File: src/mdcd_pkg.sv
package mdcd_pkg;

  localparam int unsigned ACCUM_WIDTH_DEF = 32;
  localparam int unsigned INT_SHIFT       = 16;
  localparam int unsigned DITHER_MAX_BITS = 16;

  localparam logic [31:0] SEED_DEFAULT      = 32'h0000_ACE1;
  localparam logic [15:0] DIV_INT_RESET     = 16'd8;
  localparam logic [4:0]  DITHER_BITS_RESET = 5'd4;

  // config register indexes
  typedef enum logic [2:0] {
    CFG_PHASE_STEP   = 3'd0,
    CFG_DIV_INT      = 3'd1,
    CFG_DIV_FRAC     = 3'd2,
    CFG_SECOND_ORDER = 3'd3,
    CFG_DITHER_ON    = 3'd4,
    CFG_DITHER_BITS  = 3'd5,
    CFG_SEED         = 3'd6
  } cfg_reg_t;

  // per-item control into the modulator
  typedef struct packed {
    logic fire;
    logic restart;
    logic second_order;
  } mash_ctrl_t;

  // xorshift32, shifts 13 / 17 / 5
  function automatic logic [31:0] xorshift32(input logic [31:0] x);
    logic [31:0] y;
    y = x ^ (x << 13);
    y = y ^ (y >> 17);
    y = y ^ (y << 5);
    return y;
  endfunction

endpackage

File: src/mdcd_dither.sv
module mdcd_dither
  import mdcd_pkg::*;
#(
  parameter int unsigned ACCUM_WIDTH = ACCUM_WIDTH_DEF
) (
  input  logic                   clk,
  input  logic                   rst_n,
  input  logic                   fire,
  input  logic                   dither_on,
  input  logic [4:0]             dither_bits,
  input  logic [31:0]            phase_step,
  input  logic                   seed_load,
  input  logic [31:0]            seed_value,
  output logic [ACCUM_WIDTH-1:0] step,
  output logic [31:0]            rng_state
);

  logic [31:0]                   rng_r;
  logic [31:0]                   rng_nxt;
  logic [4:0]                    b_cl;
  logic [DITHER_MAX_BITS-1:0]    rmask;
  logic [DITHER_MAX_BITS-1:0]    r;
  logic [DITHER_MAX_BITS-1:0]    half;
  logic signed [DITHER_MAX_BITS:0]  d;
  logic signed [ACCUM_WIDTH-1:0] d_ext;
  logic [ACCUM_WIDTH-1:0]        step_base;

  assign rng_nxt = xorshift32(rng_r);

  always_comb begin
    if (dither_bits == 5'd0) begin
      b_cl = 5'd1;
    end else if (dither_bits > 5'(DITHER_MAX_BITS)) begin
      b_cl = 5'(DITHER_MAX_BITS);
    end else begin
      b_cl = dither_bits;
    end
  end

  assign rmask     = DITHER_MAX_BITS'(({(DITHER_MAX_BITS+1){1'b0}} | 1'b1) << b_cl) - 1'b1;
  assign r         = rng_nxt[DITHER_MAX_BITS-1:0] & rmask;
  assign half      = DITHER_MAX_BITS'(1) << (b_cl - 5'd1);
  assign d         = $signed({1'b0, r}) - $signed({1'b0, half});
  assign d_ext     = ACCUM_WIDTH'(d);
  assign step_base = ACCUM_WIDTH'(phase_step);

  // r == 0 would be minus half: forced to no dither
  assign step = (dither_on && (r != '0)) ? step_base + ACCUM_WIDTH'(d_ext) : step_base;

  always_ff @(posedge clk) begin
    if (!rst_n) begin
      rng_r <= SEED_DEFAULT;
    end else if (seed_load) begin
      rng_r <= (seed_value != 32'd0) ? seed_value : SEED_DEFAULT;
    end else if (fire && dither_on) begin
      rng_r <= rng_nxt;
    end
  end

  assign rng_state = rng_r;

endmodule

File: src/mdcd_mash.sv
module mdcd_mash
  import mdcd_pkg::*;
#(
  parameter int unsigned ACCUM_WIDTH = ACCUM_WIDTH_DEF
) (
  input  logic                   clk,
  input  logic                   rst_n,
  input  mash_ctrl_t             ctrl,
  input  logic [ACCUM_WIDTH-1:0] step,
  output logic signed [2:0]      corr
);

  logic [ACCUM_WIDTH-1:0] first_r;
  logic [ACCUM_WIDTH-1:0] second_r;
  logic                   prev_carry_r;
  logic [ACCUM_WIDTH-1:0] a1;
  logic [ACCUM_WIDTH-1:0] a2;
  logic                   pc;
  logic [ACCUM_WIDTH:0]   s1;
  logic [ACCUM_WIDTH:0]   s2;
  logic                   c1;
  logic                   c2;

  // restart clears both accumulators and the held carry ahead of the step
  assign a1 = ctrl.restart ? '0 : first_r;
  assign a2 = ctrl.restart ? '0 : second_r;
  assign pc = ctrl.restart ? 1'b0 : prev_carry_r;

  assign s1 = {1'b0, a1} + {1'b0, step};
  assign c1 = s1[ACCUM_WIDTH];
  assign s2 = {1'b0, a2} + {1'b0, s1[ACCUM_WIDTH-1:0]};
  assign c2 = s2[ACCUM_WIDTH];

  always_comb begin
    if (ctrl.second_order) begin
      corr = $signed({2'b00, c1}) + $signed({2'b00, c2}) - $signed({2'b00, pc});
    end else begin
      corr = $signed({2'b00, c1});
    end
  end

  always_ff @(posedge clk) begin
    if (!rst_n) begin
      first_r      <= '0;
      second_r     <= '0;
      prev_carry_r <= 1'b0;
    end else if (ctrl.fire) begin
      first_r <= s1[ACCUM_WIDTH-1:0];
      if (ctrl.second_order) begin
        second_r     <= s2[ACCUM_WIDTH-1:0];
        prev_carry_r <= c2;
      end else begin
        second_r     <= a2;
        prev_carry_r <= pc;
      end
    end
  end

endmodule

File: src/mdcd_divcorr.sv
module mdcd_divcorr
  import mdcd_pkg::*;
(
  input  logic [15:0]       div_int,
  input  logic [7:0]        div_frac,
  input  logic signed [2:0] corr,
  output logic [15:0]       int_out,
  output logic [7:0]        frac_out,
  output logic [31:0]       clkdiv_word
);

  logic signed [9:0] sum;

  assign sum      = $signed({2'b00, div_frac}) + 10'(corr);
  assign frac_out = sum[7:0];

  // carry into / borrow from the integer part, wraps mod 2^16
  always_comb begin
    if (sum[9]) begin
      int_out = div_int - 16'd1;
    end else if (sum[8]) begin
      int_out = div_int + 16'd1;
    end else begin
      int_out = div_int;
    end
  end

  assign clkdiv_word = (32'(int_out) << INT_SHIFT) | (32'(frac_out) << 8);

endmodule

File: src/mash_dither_clock_divider.sv
// MASH sigma-delta fractional divider with optional xorshift dither. Every
// accepted item (one tick) runs one first- or second-order modulator step and
// yields one result item: the corrected 16.8 divider and its packed word.
// Throughput is one item per clock while the output is not stalled; an item
// passes through the input register, then the accumulator/dither chain into
// the result register, where out_valid marks it ready to be taken.
// That rate is set by the accumulator loop:
// dither add, first accumulator add, second accumulator add. Config writes
// are always taken (cfg_ready tied high) and must only happen while the
// block is idle; writing the seed register reloads the generator, with zero
// mapped to 0xACE1. A restart item clears both accumulators and the held
// carry but leaves the generator running.
module mash_dither_clock_divider
  import mdcd_pkg::*;
#(
  parameter int unsigned ACCUM_WIDTH = ACCUM_WIDTH_DEF
) (
  input  logic              clk,
  input  logic              rst_n,
  // item in
  input  logic              in_valid,
  output logic              in_stall,
  input  logic              in_restart,
  // item out
  output logic              out_valid,
  input  logic              out_stall,
  output logic [15:0]       out_int_out,
  output logic [7:0]        out_frac_out,
  output logic signed [2:0] out_correction,
  output logic [31:0]       out_clkdiv_word,
  // config writes
  input  logic              cfg_valid,
  output logic              cfg_ready,
  input  logic [2:0]        cfg_index,
  input  logic [31:0]       cfg_data
);

  // config registers
  logic [31:0] phase_step_r;
  logic [15:0] div_int_r;
  logic [7:0]  div_frac_r;
  logic        second_order_r;
  logic        dither_on_r;
  logic [4:0]  dither_bits_r;
  logic        cfg_fire;
  logic        seed_load;

  // pipeline
  logic        s1_valid_r;
  logic        s1_valid_nxt;
  logic        s1_restart_r;
  logic        out_valid_r;
  logic        out_valid_nxt;
  logic        out_load;
  logic        s1_adv;
  logic        in_accept;

  logic [15:0]       int_out_r;
  logic [7:0]        frac_out_r;
  logic signed [2:0] correction_r;
  logic [31:0]       clkdiv_word_r;

  logic [ACCUM_WIDTH-1:0] step;
  logic [31:0]            rng_state;
  mash_ctrl_t             mash_ctrl;
  logic signed [2:0]      corr;
  logic [15:0]            int_c;
  logic [7:0]             frac_c;
  logic [31:0]            word_c;

  // --- config port ---
  assign cfg_ready = 1'b1;
  assign cfg_fire  = cfg_valid && cfg_ready;
  assign seed_load = cfg_fire && (cfg_reg_t'(cfg_index) == CFG_SEED);

  always_ff @(posedge clk) begin
    if (!rst_n) begin
      phase_step_r   <= 32'd0;
      div_int_r      <= DIV_INT_RESET;
      div_frac_r     <= 8'd0;
      second_order_r <= 1'b0;
      dither_on_r    <= 1'b0;
      dither_bits_r  <= DITHER_BITS_RESET;
    end else if (cfg_fire) begin
      case (cfg_reg_t'(cfg_index))
        CFG_PHASE_STEP:   phase_step_r   <= cfg_data;
        CFG_DIV_INT:      div_int_r      <= cfg_data[15:0];
        CFG_DIV_FRAC:     div_frac_r     <= cfg_data[7:0];
        CFG_SECOND_ORDER: second_order_r <= cfg_data[0];
        CFG_DITHER_ON:    dither_on_r    <= cfg_data[0];
        CFG_DITHER_BITS:  dither_bits_r  <= cfg_data[4:0];
        default: ;  // seed goes to the generator; unused index ignored
      endcase
    end
  end

  // --- handshake: input register -> result register ---
  // result register reloads when empty or being taken
  assign out_load  = !out_valid_r || !out_stall;
  assign s1_adv    = s1_valid_r && out_load;
  assign in_stall  = s1_valid_r && !out_load;
  assign in_accept = in_valid && !in_stall;

  always_comb begin
    if (in_accept) begin
      s1_valid_nxt = 1'b1;
    end else if (s1_adv) begin
      s1_valid_nxt = 1'b0;
    end else begin
      s1_valid_nxt = s1_valid_r;
    end
  end

  always_comb begin
    if (s1_adv) begin
      out_valid_nxt = 1'b1;
    end else if (out_load) begin
      out_valid_nxt = 1'b0;
    end else begin
      out_valid_nxt = out_valid_r;
    end
  end

  always_ff @(posedge clk) begin
    if (!rst_n) begin
      s1_valid_r  <= 1'b0;
      out_valid_r <= 1'b0;
    end else begin
      s1_valid_r  <= s1_valid_nxt;
      out_valid_r <= out_valid_nxt;
    end
  end

  always_ff @(posedge clk) begin
    if (in_accept) begin
      s1_restart_r <= in_restart;
    end
  end

  // --- datapath ---
  mdcd_dither #(
    .ACCUM_WIDTH (ACCUM_WIDTH)
  ) u_dither (
    .clk         (clk),
    .rst_n       (rst_n),
    .fire        (s1_adv),
    .dither_on   (dither_on_r),
    .dither_bits (dither_bits_r),
    .phase_step  (phase_step_r),
    .seed_load   (seed_load),
    .seed_value  (cfg_data),
    .step        (step),
    .rng_state   (rng_state)
  );

  assign mash_ctrl.fire         = s1_adv;
  assign mash_ctrl.restart      = s1_restart_r;
  assign mash_ctrl.second_order = second_order_r;

  mdcd_mash #(
    .ACCUM_WIDTH (ACCUM_WIDTH)
  ) u_mash (
    .clk   (clk),
    .rst_n (rst_n),
    .ctrl  (mash_ctrl),
    .step  (step),
    .corr  (corr)
  );

  mdcd_divcorr u_divcorr (
    .div_int     (div_int_r),
    .div_frac    (div_frac_r),
    .corr        (corr),
    .int_out     (int_c),
    .frac_out    (frac_c),
    .clkdiv_word (word_c)
  );

  always_ff @(posedge clk) begin
    if (s1_adv) begin
      int_out_r     <= int_c;
      frac_out_r    <= frac_c;
      correction_r  <= corr;
      clkdiv_word_r <= word_c;
    end
  end

  assign out_valid       = out_valid_r;
  assign out_int_out     = int_out_r;
  assign out_frac_out    = frac_out_r;
  assign out_correction  = correction_r;
  assign out_clkdiv_word = clkdiv_word_r;

  // --- checks ---
  // correction only ever spans -1..2
  a_corr_range: assert property (@(posedge clk) disable iff (!rst_n)
    out_valid |-> (out_correction != 3'sb100) && (out_correction != 3'sb101) &&
                  (out_correction != 3'sb110))
    else $error("correction out of range");

  // packed word agrees with the separate fields
  a_word_pack: assert property (@(posedge clk) disable iff (!rst_n)
    out_valid |-> (out_clkdiv_word[31:16] == out_int_out) &&
                  (out_clkdiv_word[15:8] == out_frac_out) &&
                  (out_clkdiv_word[7:0] == 8'd0))
    else $error("packed divider word mismatch");

  // back-pressure only while an item is held in the input register and the result register is full
  a_stall_src: assert property (@(posedge clk) disable iff (!rst_n)
    in_stall |-> s1_valid_r && out_valid_r)
    else $error("stall without held item");

  // generator never reaches the all-zero lock-up state
  a_rng_nonzero: assert property (@(posedge clk) disable iff (!rst_n)
    rng_state != 32'd0)
    else $error("generator stuck at zero");

endmodule
File: config.mk
export PLATFORM = sky130hd
export DESIGN_NAME = mash_dither_clock_divider
export DESIGN_NICKNAME = d
export VERILOG_FILES = /design/src/mdcd_pkg.sv /design/src/mdcd_dither.sv /design/src/mdcd_mash.sv /design/src/mdcd_divcorr.sv /design/src/mash_dither_clock_divider.sv
export SDC_FILE = /design/constraint.sdc
export NUM_CORES = 1
export LEC_CHECK = 0
export BUFFER_PORTS_ARGS = -buffer_cell sky130_fd_sc_hd__buf_4
export CORE_MARGIN = 2
export CORE_UTILIZATION = 30
export CTS_BUF_LIST = sky130_fd_sc_hd__clkbuf_8
export DETAILED_ROUTE_END_ITERATION = 8
export SYNTH_ARGS = -nofsm -noshare
export SYNTH_HDL_FRONTEND = slang
export SYNTH_SLANG_ARGS = --single-unit
File: constraint.sdc
create_clock -name clk -period 18.35 [get_ports clk]
set_input_delay 0.9175 -clock clk [delete_from_list [all_inputs] [get_ports clk]]
set_output_delay 0.9175 -clock clk [all_outputs]
set_load 0.05 [all_outputs]
After elaboration in Yosys (flattened, before gate mapping)
Index checks and enable logic that the tools add are counted.
Widths: inputs -> output; s select.
{"block": "totals", "register_bits": 222, "ram_bits": 0, "latch_bits": 0, "n_memories": 0, "input_bits": 41, "rom_bits": 0, "output_inout_bits": 62}
{"block": "classes", "muxes": 18, "div_mod_pow": 0, "n_mul": 0, "n_lt_le_gt_ge": 1, "n_bitwise": 5, "shift": 2, "eq_ne": 6, "reduce_logical": 24, "n_addsub": 11}
{"cell": "$mux 32", "count": 7}
{"cell": "$add 32x32->33", "count": 2}
{"cell": "$xor 32x32->32", "count": 2}
{"cell": "$add 32x32->32", "count": 1}
{"cell": "$mux 16", "count": 2}
{"cell": "$or 32x16->32", "count": 1}
{"cell": "$reduce_bool 32->1", "count": 1}
{"cell": "$shl 1x5->16 const A", "count": 2}
{"cell": "$sub 16x1->16 const B", "count": 2}
{"cell": "$xor 32x15->32", "count": 1}
{"cell": "$sub 16x16->17", "count": 1}
{"cell": "$add 16x1->16 const B", "count": 1}
{"cell": "$and 16x16->16", "count": 1}
{"cell": "$reduce_bool 16->1", "count": 1}
{"cell": "$reduce_and 2->1", "count": 6}
{"cell": "$add 9x3->10", "count": 1}
{"cell": "$mux 5", "count": 2}
{"cell": "$eq 3x3->1 const B", "count": 3}
{"cell": "$eq 3x2->1 const B", "count": 2}
{"cell": "$logic_and 1x1->1", "count": 6}
{"cell": "$mux 1", "count": 6}
{"cell": "$reduce_bool 2->1", "count": 3}
{"cell": "$gt 5x5->1 const B", "count": 1}
{"cell": "$logic_not 5->1", "count": 1}
{"cell": "8 further kinds", "count": 11}

Longest topological paths before layout
{"block": "depth", "depth_word": 18, "depth_mapped": 66, "mapped_depth_nobuf": 63}

Cells and area by module
Synthesis repeated with hierarchy kept, for this count alone.
{"block": "hier_totals", "hier_cells": 2007, "hier_area_um2": 17113.9}
{"module": "mdcd_mash", "instances": 1, "cells_per_inst": 769, "area_per_inst_um2": 6122.1, "seq_area_each_um2": 1301.2}
{"module": "mdcd_dither", "instances": 1, "cells_per_inst": 717, "area_per_inst_um2": 5213.8, "seq_area_each_um2": 640.6}
{"module": "mash_dither_clock_divider", "instances": 1, "cells_per_inst": 317, "area_per_inst_um2": 4345.4, "seq_area_each_um2": 3103.0}
{"module": "mdcd_divcorr", "instances": 1, "cells_per_inst": 204, "area_per_inst_um2": 1432.6, "seq_area_each_um2": 0.0}

Least setup slack after synthesis
No wires, ideal clock.
{"block": "synth_path", "kind": "flip-flop to flip-flop", "startpoint": "reg dither_bits_r[4]", "endpoint": "reg clkdiv_word_r[31] (netlist: out_clkdiv_word[31]), data pin", "stages_incl_launch_ff": 63, "path_buffers": 4, "arrival_ps": 12467, "slack_ps": 5614, "required_time_ps": 18081, "synth_period_minus_slack_ps": 12736, "path_cell_list": "dfxtp_1 clkbuf_1 nor2_1 nand2_1 ha_1 clkbuf_1 inv_1 xnor2_1 nor2_1 ha_1 nor2b_1 o21ai_0 a21boi_0 a221oi_4 o21ai_1 nand2_1 o221ai_2 o41ai_2 (+27 left out) ha_1 inv_1 ha_1 ha_1 nand2b_1 inv_1 ha_1 a21o_1 a21oi_1 o21ai_0 a21oi_1 o21bai_1 a21o_1 a21oi_1 mux2i_1 nand3_1 o31ai_1 xor2_1"}
{"block": "synth_via", "elab_chain_cells": 18, "elab_cells_between_ends": 23, "cone_classes": "add/sub: 9; order compare: 1; shift: 2; mux: 6; bitwise: 2; reduce/logical: 3"}
{"element": "start, declared", "line": "mash_dither_clock_divider.sv:44", "rtl": "logic [4:0] dither_bits_r;"}
{"element": "start signal, assigned", "line": "mash_dither_clock_divider.sv:91", "rtl": "CFG_DITHER_BITS: dither_bits_r <= cfg_data[4:0];"}
{"element": "$gt 5x5->1", "line": "mdcd_dither.sv:33", "rtl": "end else if (dither_bits > 5'(DITHER_MAX_BITS)) begin"}
{"element": "$mux 5", "line": "mdcd_dither.sv:33"}
{"element": "$mux 5 *", "line": "mdcd_dither.sv:31", "rtl": "if (dither_bits == 5'd0) begin"}
{"element": "$shl 1x5->16", "line": "mdcd_dither.sv:40", "rtl": "assign rmask = DITHER_MAX_BITS'(({(DITHER_MAX_BITS+1){1'b0}} | 1'b1) << b_cl) - 1'b1;"}
{"element": "$sub 16x1->16", "line": "mdcd_dither.sv:40"}
{"element": "$and 16x16->16", "line": "mdcd_dither.sv:41", "rtl": "assign r = rng_nxt[DITHER_MAX_BITS-1:0] & rmask;"}
{"element": "$sub 16x16->17 or $reduce_bool 16->1 (tied branches)", "line": "mdcd_dither.sv:43, mdcd_dither.sv:48"}
{"element": "$add 32x32->32 or $logic_and 1x1->1 (tied branches)", "line": "mdcd_dither.sv:48", "rtl": "assign step = (dither_on && (r != '0)) ? step_base + ACCUM_WIDTH'(d_ext) : step_base;"}
{"element": "(+2 left out)"}
{"element": "net u_mash.s1[25]", "line": "mdcd_mash.sv:19", "rtl": "logic [ACCUM_WIDTH:0] s1;"}
{"element": "(+2 left out)"}
{"element": "$sub 3x2->3 *", "line": "mdcd_mash.sv:36", "rtl": "corr = $signed({2'b00, c1}) + $signed({2'b00, c2}) - $signed({2'b00, pc});"}
{"element": "$mux 3 *", "line": "mdcd_mash.sv:35", "rtl": "if (ctrl.second_order) begin"}
{"element": "net corr[1]", "line": "mash_dither_clock_divider.sv:66", "rtl": "logic signed [2:0] corr;"}
{"element": "$add 9x3->10 *", "line": "mdcd_divcorr.sv:14", "rtl": "assign sum = $signed({2'b00, div_frac}) + 10'(corr);"}
{"element": "$mux 16", "line": "mdcd_divcorr.sv:21", "rtl": "end else if (sum[8]) begin"}
{"element": "$mux 16 *", "line": "mdcd_divcorr.sv:19", "rtl": "if (sum[9]) begin"}
{"element": "net int_c[15]", "line": "mash_dither_clock_divider.sv:67", "rtl": "logic [15:0] int_c;"}
{"element": "$or 32x16->32 *", "line": "mdcd_divcorr.sv:28", "rtl": "assign clkdiv_word = (32'(int_out) << INT_SHIFT) | (32'(frac_out) << 8);"}
{"element": "end signal, assigned", "line": "mash_dither_clock_divider.sv:184", "rtl": "clkdiv_word_r <= word_c;"}
{"element": "end, declared", "line": "mash_dither_clock_divider.sv:61", "rtl": "logic [31:0] clkdiv_word_r;"}
Mark *: on every way through the listed nets, which the timed path passes. The rest lies on a longest branch.
A chain may end at the register's enable or synchronous reset.

Final worst setup path
{"block": "layout_path", "startpoint": "reg dither_bits_r[3]", "endpoint": "reg clkdiv_word_r[31] (netlist: out_clkdiv_word[31]), data pin"}
The elaborated chain is that of the path after synthesis.

==> results.py <==
metrics = {
    "clocking": {
        "post_cts.repair.setup_buffers": 0,
        "numClockSinks": 190,
        "clock_pin_slew_worst_setup_and_hold_paths_ps": 110,
        "hold_bufs_inserted_after_cts": 0,
        "buffer_levels_on_the_longest_clock_path": 2,
        "clock_insertion_delay_worst_skew_ps": 520,
        "cts_tree": "yes",
        "cts-buffers-inserted": 17,
        "number_of_gates_given_a_new_drive_strength_after_cts": 0,
        "cts-root-buf": "sky130_fd_sc_hd__clkbuf_8",
        "cts.htree.levels": 4,
    },
    "detailed_routing": {
        "postRouteAntennaNets": 0,
        "dr.pass1.iters": 7,
        "route.final.wire_length_um": 40790,
        "vias_per_cell": 5.066,
        "drc": 0,
        "avg_wl_per_cell_um": 15.60,
        "num_vias": 13248,
        "drt_first_iter_violations": 858,
    },
    "sta": {
        "fin_worst_skew_ps": 33.38,
        "clock.fmax_mhz": 72.61,
        "setup_repair_after_global_routing_missed_its_margin": "no",
        "report.final.slew_viol_count": 0,
        "smallest_setup_slack_after_layout_ps": 4577,
        "tightest_slew_ps": 1071,
        "final.period_utilization": 0.7506,
        "worst_hold_slack_ps": 454.9,
        "report.final.setup_viol": 0,
        "min_period_ps": 13770,
        "final-hold-violation-count": 0,
        "fin_setup_tns_ps": 0,
        "timing.max_slew.rel_slack": 0.2860,
    },
    "critical_path": {
        "worstPathArrival_ps": 14040,
        "critical_path_class": "reg2reg",
        "crit_path_start_kind": "flop",
        "timing.rr.end": "out_clkdiv_word[31]",
        "timing.critical_path.fanout_max": 16,
        "slowest_stage_cell_cp": "sky130_fd_sc_hd__or4_1",
        "worstSetupEndpoint": "out_clkdiv_word[31]",
        "cpLargestDelayFamily": "compound AO/OA/AOI/OAI gates",
        "critical-path-top-cell-by-count": "sky130_fd_sc_hd__ha_1",
        "r2r-start": "dither_bits_r[3]",
        "max_stage_delay_ps": 500,
        "critical_path_depth": 59,
        "timing.reg2reg.setup_slack_ps": 4580,
        "timing.critical_path.required_ps": 18610,
        "reg2regPathDepth": 59,
        "cp.buffers_inverters": 4,
        "worst_setup_path_end_kind": "flop",
        "critPathLaunch": "dither_bits_r[3]",
    },
    "final_layout": {
        "area_growth_syn_to_layout_pct": 9.483,
        "sequential_cell_area_mm2": 0.004084,
        "final_layout_size_suffix_gt1_frac": 0.08484,
        "filler_cell_count": 5390,
        "postLayoutCellArea_mm2": 0.01689,
        "nNetsFinal": 2093,
        "multiInputGateArea_mm2": 0.01055,
    },
    "run_status": {
        "run_status": "complete, no violations",
    },
    "floorplanning": {
        "die-area_mm2": 0.05324,
        "core_rows": 83,
        "start_util": 0.3019,
        "floorplan.io_pins": 103,
        "floorplan.core_area_mm2": 0.05109,
        "die_h_um": 230.7,
        "fp.dieW_um": 230.7,
    },
    "placement": {
        "buffer_ports.inserted": 93,
        "place_worst_setup_slack_ps": 4720,
        "hpwlAfterDp_um": 30520,
        "dpl_cell_area_mm2": 0.01650,
        "place_congestion": 0.8732,
    },
    "synthesis": {
        "synth_async_sr_flop_share": 0,
        "synth.largest_area_cell": "sky130_fd_sc_hd__dfxtp_1",
        "syn_area_mm2": 0.01542,
        "distinct_cell_type_count_after_synthesis": 74,
        "yosysTopAreaCellShare": 0.2103,
        "synthMostInstantiatedCell": "sky130_fd_sc_hd__nand2_1",
        "synth_seq_area_share": 0.2648,
        "post_synth.cell_area_avg_um2": 8.084,
        "ys_top_cells_by_count": "sky130_fd_sc_hd__nand2_1 (270), sky130_fd_sc_hd__dfxtp_1 (162), sky130_fd_sc_hd__ha_1 (127), sky130_fd_sc_hd__nor2b_1 (121), sky130_fd_sc_hd__xnor2_1 (116)",
        "synth_ff_type": "sky130_fd_sc_hd__dfxtp_1",
        "number_of_enable_flip_flop_cells_after_synthesis": 28,
        "synthTopCellsByArea": "sky130_fd_sc_hd__dfxtp_1 (21%), sky130_fd_sc_hd__ha_1 (10%), sky130_fd_sc_hd__xnor2_1 (6.6%), sky130_fd_sc_hd__nand2_1 (6.6%), sky130_fd_sc_hd__edfxtp_1 (5.5%)",
        "number_of_warnings_issued_by_yosys": 0,
        "synth.ff_latch_count": 190,
        "syn_inst": 1908,
    },
    "global_routing": {
        "grt_util_all_layers": 0.1533,
        "number_of_global_route_vias_before_repair": 12856,
        "number_of_antenna_violations_at_the_first_check_in_global_routing": 1,
        "maximum_number_of_pins_on_one_net_before_global_route_repair": 102,
        "wire_length_of_the_first_global_routing_pass_um": 66050,
        "gr-total-overflow": 0,
    },
    "power": {
        "p_leak_nw": 7.417,
        "pwr_density_cell_mw_per_mm2": 60.20,
        "peakVddDrop_uv": 48.56,
    },
    "hold_path": {
        "holdCritPathClass": "reg2reg",
        "min_delay_path_depth": 2,
    },
    "flow_run": {
        "maxCapViolCount": 0,
    },
}
[worst reg2reg max path, delay by kind of cell (launching register included)]
family / cells / cell delay (ps)
compound gates: 22 / 4760
xor+xnor: 4 / 500
fa+ha+maj: 9 / 2730
buf+inv: 4 / 920
flops: 1 / 460
mux: 2 / 640
simple gates: 18 / 3570
[per-stage QoR]
stage          power (mW)  utilization  std cells
2_1_floorplan      0.6724            -       1916
3_3_place_gp       0.7384       0.3229       2581
3_5_place_dp       0.7419       0.3229       2581
4_1_cts             1.026       0.3304       2613
5_1_grt             1.076       0.3304       2614
6_report            1.017       0.3305       2615
[sequential cells by signal (all words and copies together), names as in the netlist, 2 cells and up]
| register | flops |
|---|---|
| out_frac_out | 7 |
| div_int_r | 16 |
| u_dither.rng_state | 32 |
| out_clkdiv_word | 2 |
| out_int_out | 15 |
| div_frac_r | 8 |
| u_mash.first_r | 32 |
| dither_bits_r | 5 |
| phase_step_r | 32 |
| out_correction | 3 |
| u_mash.second_r | 32 |
[worst min path at each step]
| stage | startpoint | to | slack, ps |
|---|---|---|---|
| global placement | u_mash.second_r[28] | u_mash.second_r[28] | 430 |
| CTS | u_mash.second_r[22] | u_mash.second_r[22] | 460 |
| floorplan | u_mash.prev_carry_r | u_mash.prev_carry_r | 420 |
| global route | u_mash.second_r[22] | u_mash.second_r[22] | 480 |
| detailed placement | u_mash.second_r[22] | u_mash.second_r[22] | 430 |
| finish | u_mash.second_r[14] | u_mash.second_r[14] | 450 |
[layout by cell type, fill, tap and decap left out, types with 17 or more instances in the layout]
cell,instances
sky130_fd_sc_hd__nor2_1,80
sky130_fd_sc_hd__a21o_1,60
sky130_fd_sc_hd__and3_1,19
sky130_fd_sc_hd__xnor2_1,116
sky130_fd_sc_hd__nand2b_1,20
sky130_fd_sc_hd__a21oi_1,96
sky130_fd_sc_hd__buf_4,103
sky130_fd_sc_hd__ha_1,127
sky130_fd_sc_hd__a21boi_0,73
sky130_fd_sc_hd__dfxtp_1,162
sky130_fd_sc_hd__inv_1,65
sky130_fd_sc_hd__or3_1,25
sky130_fd_sc_hd__a22oi_1,21
sky130_fd_sc_hd__nand2_1,270
sky130_fd_sc_hd__xor2_1,77
sky130_fd_sc_hd__a31oi_1,19
sky130_fd_sc_hd__o211a_1,24
sky130_fd_sc_hd__nand3_1,43
sky130_fd_sc_hd__nor2b_1,121
sky130_fd_sc_hd__clkbuf_8,17
sky130_fd_sc_hd__o21ai_0,104
sky130_fd_sc_hd__mux2i_1,25
sky130_fd_sc_hd__edfxtp_1,28
[logic make-up after synthesis]
kind of cell / share of synthesized area
other cells: 0.0004869
mux: 0.02085
fa+ha+maj: 0.1095
flops: 0.2648
simple gates: 0.2104
buf+inv: 0.05411
compound gates: 0.2219
xor+xnor: 0.1180
[power breakdown]
part	internal (mW)	switching (mW)	leakage (nW)	total, mW
Combinational	0.115	0.180	5.64	0.295
Clock	0.101	0.178	0.203	0.280
Sequential	0.432	0.00997	1.58	0.442
[per-layer routing]
layer | up-vias | routed length [um] | global-route usage
met2 | 321 | 19000 | 0.2576
met1 | 6162 | 18800 | 0.1976
met5 | - | 0 | 0
met4 | 0 | 1054 | 0.05585
met3 | 66 | 1940 | 0.02495
li1 | 6699 | - | -
[layout make-up]
class	count	share of cell area
inverters	64	0.01423
repair buffers	103	0.04579
multi-input cells	1544	0.6249
clock buffers	17	0.01386
diodes	2	0.0002964
well taps	680	0.05039
clock inverters	15	0.008743
flip-flops and latches	190	0.2418
No activity file was read; power rests on OpenSTA's default activity.
